**src/hdl/assert_macros.svh**
```systemverilog
// Assertion macros shared by the RTL of the interferometer mesh block.
// Depends on nothing; a file that asserts includes it and provides clk and rst_n.
`ifndef ASSERT_MACROS_SVH
`define ASSERT_MACROS_SVH
`ifndef NO_ASSERTIONS
`define MZI_ASSERT_IMPL(lbl, ante, cons) \
  lbl: assert property (@(posedge clk) disable iff (!rst_n) (ante) |-> (cons)) \
    else $error("Assertion failed.");
`define MZI_ASSERT_NEXT(lbl, ante, cons) \
  lbl: assert property (@(posedge clk) disable iff (!rst_n) (ante) |=> (cons)) \
    else $error("Assertion failed.");
`else
`define MZI_ASSERT_IMPL(lbl, ante, cons)
`define MZI_ASSERT_NEXT(lbl, ante, cons)
`endif
`endif

```
**src/hdl/mzi_ram.sv**
```systemverilog
// Generic single-write, single-read RAM with registered read data.
// Depends on nothing.
`timescale 1ns / 1ps
module mzi_ram #(
  parameter int WIDTH = 32,
  parameter int DEPTH = 16
) (
  input  logic                     clk,
  input  logic                     we,
  input  logic [$clog2(DEPTH)-1:0] waddr,
  input  logic [WIDTH-1:0]         wdata,
  input  logic [$clog2(DEPTH)-1:0] raddr,
  output logic [WIDTH-1:0]         rdata
);
  logic [WIDTH-1:0] mem [DEPTH];

  always_ff @(posedge clk) begin
    if (we) begin
      mem[waddr] <= wdata;
    end
    rdata <= mem[raddr];
  end
endmodule

```
**config.mk**
```make
export PLATFORM = sky130hd
export DESIGN_NAME = mzi_ram
export DESIGN_NICKNAME = d
export VERILOG_FILES = /design/src/hdl/assert_macros.svh /design/src/hdl/mzi_ram.sv
export SDC_FILE = /design/constraint.sdc
export NUM_CORES = 1
export LEC_CHECK = 0
export ABC_CLOCK_PERIOD_IN_PS = 3800
export BUFFER_PORTS_ARGS = -buffer_cell sky130_fd_sc_hd__buf_2
export CAP_MARGIN = 20
export CELL_PAD_IN_SITES_DETAIL_PLACEMENT = 1
export CELL_PAD_IN_SITES_GLOBAL_PLACEMENT = 1
export CORE_UTILIZATION = 45
export CTS_CLUSTER_SIZE = 16
export DETAILED_ROUTE_END_ITERATION = 10
export PLACE_DENSITY = 0.67
export SYNTH_ARGS = -nofsm -noshare
export SYNTH_HDL_FRONTEND = slang
export SYNTH_SLANG_ARGS = --single-unit
export TNS_END_PERCENT = 5
```
**constraint.sdc**
```tcl
create_clock -name clk -period 3.8 [get_ports clk]
set_input_delay 0.76 -clock clk [delete_from_list [all_inputs] [get_ports clk]]
set_output_delay 0.76 -clock clk [all_outputs]
set_load 0.05 [all_outputs]
```
# Yosys cells after proc, flatten, opt, wreduce, memory -nomap -nowiden
# Memories as Yosys holds them, arrays and structs flattened. A register that Yosys moved wholly into a read port is not among the register bits.
# Cells that the tools add are included.
op_classes:
  n_mux: 2
op_table:
  columns: ["operator", "count"]
  rows:
  - ["2-to-1 mux 1 bit", 2]
totals:
  reg_bits: 0
  mem_bits_rw: 512
  input_bits: 42
  out_inout_bits: 32
  word_cells: 3
  mem_count: 1
memory_table:
  columns: ["name", "depth", "word_bits", "read_ports", "rd_clocked_by_memory_dff", "wr", "line", "rtl"]
  rows:
  - ["mem", 16, 32, 1, 1, 1, "mzi_ram.sv:15", "logic [WIDTH-1:0] mem [DEPTH];"]

# Depth between registers and ports, before layout
logic_depth:
  ltp_word: 2
  depth_mapped: 5
  ltp_nobuf: 3

# Least setup slack after synthesis
# OpenSTA, ideal clock, no wires.
synth_timing:
  path_kind: "in2reg"
  start: "in waddr[2]"
  end: "mem mem[0][0] (enable)"
  setup_ps: 461
  t_arrival_ps: 3478
  path_slack_ps: -140
  stages: 2
  path_cell_list: "or3b_2 > nor3_1"
synth_rtl:
  columns: ["item", "line", "rtl"]
  rows:
  - ["start, declared", "mzi_ram.sv:10", "input logic [$clog2(DEPTH)-1:0] waddr,"]
  - ["end, declared", "mzi_ram.sv:15", null]
# No word-level cell before the write port.

# Final worst setup path
layout_timing:
  start: "reg rdata[16], read port of mem"
  end: "out rdata[16]"
layout_rtl:
  columns: ["item", "line", "rtl"]
  rows:
  - ["start, declared", "mzi_ram.sv:13", "output logic [WIDTH-1:0] rdata"]
# No word-level cell between the ends.

==> results_dict.tcl <==
set metrics [dict create \
    slew_violations 0 \
    cts_tree "done" \
    grt_pass1_vias 9782 \
    setup_ws_ns 1.75 \
    hp-class "in -> reg" \
    cp_num_buf_inv 1 \
    tns_ns 0 \
    cts_buffers 54 \
    clock_latency_ns 0.59 \
    antenna-diode-count 0 \
    fin_nets 994 \
    finClkSkew_ns 0.0195 \
    worst-slew-pin-transition_ns 1.09 \
    synth-seq-area-share_pct 80.7 \
    drive_gt1_share_pct 32.4 \
    rows 76 \
    grt-ovfl-total 0 \
    dpl.hpwl_um 22600 \
    grt_start_max_net_pins 72 \
    final-seq-area_mm2 0.0160 \
    clock_path_buffers 3 \
    final_common_cell "edfxtp_1" \
    rsz0062_at_grt "no" \
    setup_viol_count_final 0 \
    use_met2_pct 31.4 \
    peakVddDrop_v 0.000376 \
    cpPeakStageDelay_ns 0.41 \
    final_antenna_net_count 0 \
    avgSynthCellArea_um2 23.7 \
    pin_count 74 \
    die_area_mm2 0.0450 \
    cts_max_level 2 \
    p_per_area_mw_per_mm2 555 \
    synth_nets 880 \
    drc 0 \
    hold_viol 0 \
    routedWlPerCell_um 26.9 \
    antenna_found_initial 0 \
    busiest_layer "met2" \
    initial_core_util_pct 45.9 \
    fillers 3705 \
    synth_warnings 0 \
    cap_violations 0 \
    max_slew_margin_pct 27.5 \
    core_area_mm2 0.0433 \
    fin_crit_sh_pct 54.0 \
    critical_path.endpoint_type "output port" \
    cp_max_fo 1 \
    gp_congestion 0.699 \
    post-route-min-period_ns 2.05 \
    post_cts_buffers 0 \
    ys_ff_latch 544 \
    arrival_ns 1.29 \
    status "completed" \
    start_kind "register" \
    final_cell_mix "edfxtp_1, mux4_2, buf_2" \
    ys_types 18 \
    drt_iter0_markers 859 \
    syn-instance-count 838 \
    critPathKind "reg -> out" \
    holdBufCountCts 0 \
    synth.area.top_cells "edfxtp_1, mux4_2, dfxtp_1" \
    cts-root-buf "clkbuf_16" \
    portBuffers 73 \
    critPathTopFamily "flip-flops" \
    vias 9000 \
    grt.met3_usage_pct 3.00 \
    cts_resized 0 \
    grt_pass1_wl_um 63700 \
    syn_to_final_growth_pct 15.7 \
    path_clk_slew_ns 0.06 \
    multi_input_area_mm2 0.00376 \
    slowest_stage "dfxtp_1" \
    synth_area_mm2 0.0199 \
    grt_util_met1_pct 28.8 \
    viasPerCell 5.69 \
    synth_top_area_share_pct 77.4 \
    place_ws_ns 1.14 \
    cp.required_ns 3.04 \
    wirelength_um 42600 \
    max_freq_mhz 487 \
    cts_sinks 544 \
    power_leakage_nw 7.36 \
    dr.pass1.iters 5 \
    synth_top_cell_by_area "edfxtp_1" \
    crit_chain "buf_2" \
    die_h_um 212 \
    die_w_um 212 \
    grt.total_usage_pct 19.8 \
]
-- registers in the layout, indices dropped and copies added, names as in the netlist --
signal and count:
mem 512, rdata 32
-- power by group --
group	internal, mW	switching (mW)
clock network	3.13	2.14
logic	0.246	0.479
registers	6.71	0.0444
-- metrics by stage --
stage / power, mW / instances / hold WS, ns / utilization (%) / area, µm²
after CTS: 12.9 / 1583 / 0.514 / 53.1 / 23000
after detailed placement: 7.62 / 1481 / 0.664 / 49.0 / 21200
final: 12.8 / 1583 / 0.542 / 53.1 / 23000
after global placement: 7.59 / 1481 / 0.653 / 49.0 / 21200
after global routing: 13.1 / 1583 / 0.542 / 53.1 / 23000
after floorplan: 7.33 / 838 / 0.635 / - / 19900
-- final timing paths --
kind              cells past startpoint     endpoint  startpoint  slack [ns]
setup / recovery                      1    rdata[16]   rdata[16]        1.75
hold / removal                        1  mem[13][11]   wdata[11]        0.54
setup reg to reg                      3    rdata[20]  mem[5][20]        2.38
hold reg to reg                       3     rdata[6]  mem[12][6]        0.67
-- layer usage --
layer	up-vias	share of wire (%)
li1	3802	-
met5	-	0
met3	61	5.5
met4	0	1.8
met2	273	48
met1	4864	44
-- cells by family after synthesis --
group / Yosys count / share of synthesized area (%)
buf+inv: 43 / 1.12
mux: 128 / 14.5
simple gates: 59 / 1.27
compound gates: 64 / 2.42
flops: 544 / 80.7
-- layout make-up --
class | instances | share of cell area, %
clock buffer | 84 | 6.91
timing repair buffer | 101 | 3.04
tap | 585 | 3.19
clock inverter | 18 | 0.795
multi-input combinational | 251 | 16.3
sequential | 544 | 69.7
-- cells in the mapped netlist --
master and instances:
nand3_1 1, nand2b_1 2, a22oi_1 64, nand2_1 33
buf_1 9, dfxtp_1 32, nor2_1 13, edfxtp_1 512
buf_6 2, and2_1 1, clkbuf_1 17, nor2b_1 2
mux4_2 128, buf_4 11, or3b_2 1, nor3_1 4
buf_2 4, nand3b_1 2
Power figures use the tool's default switching activity.
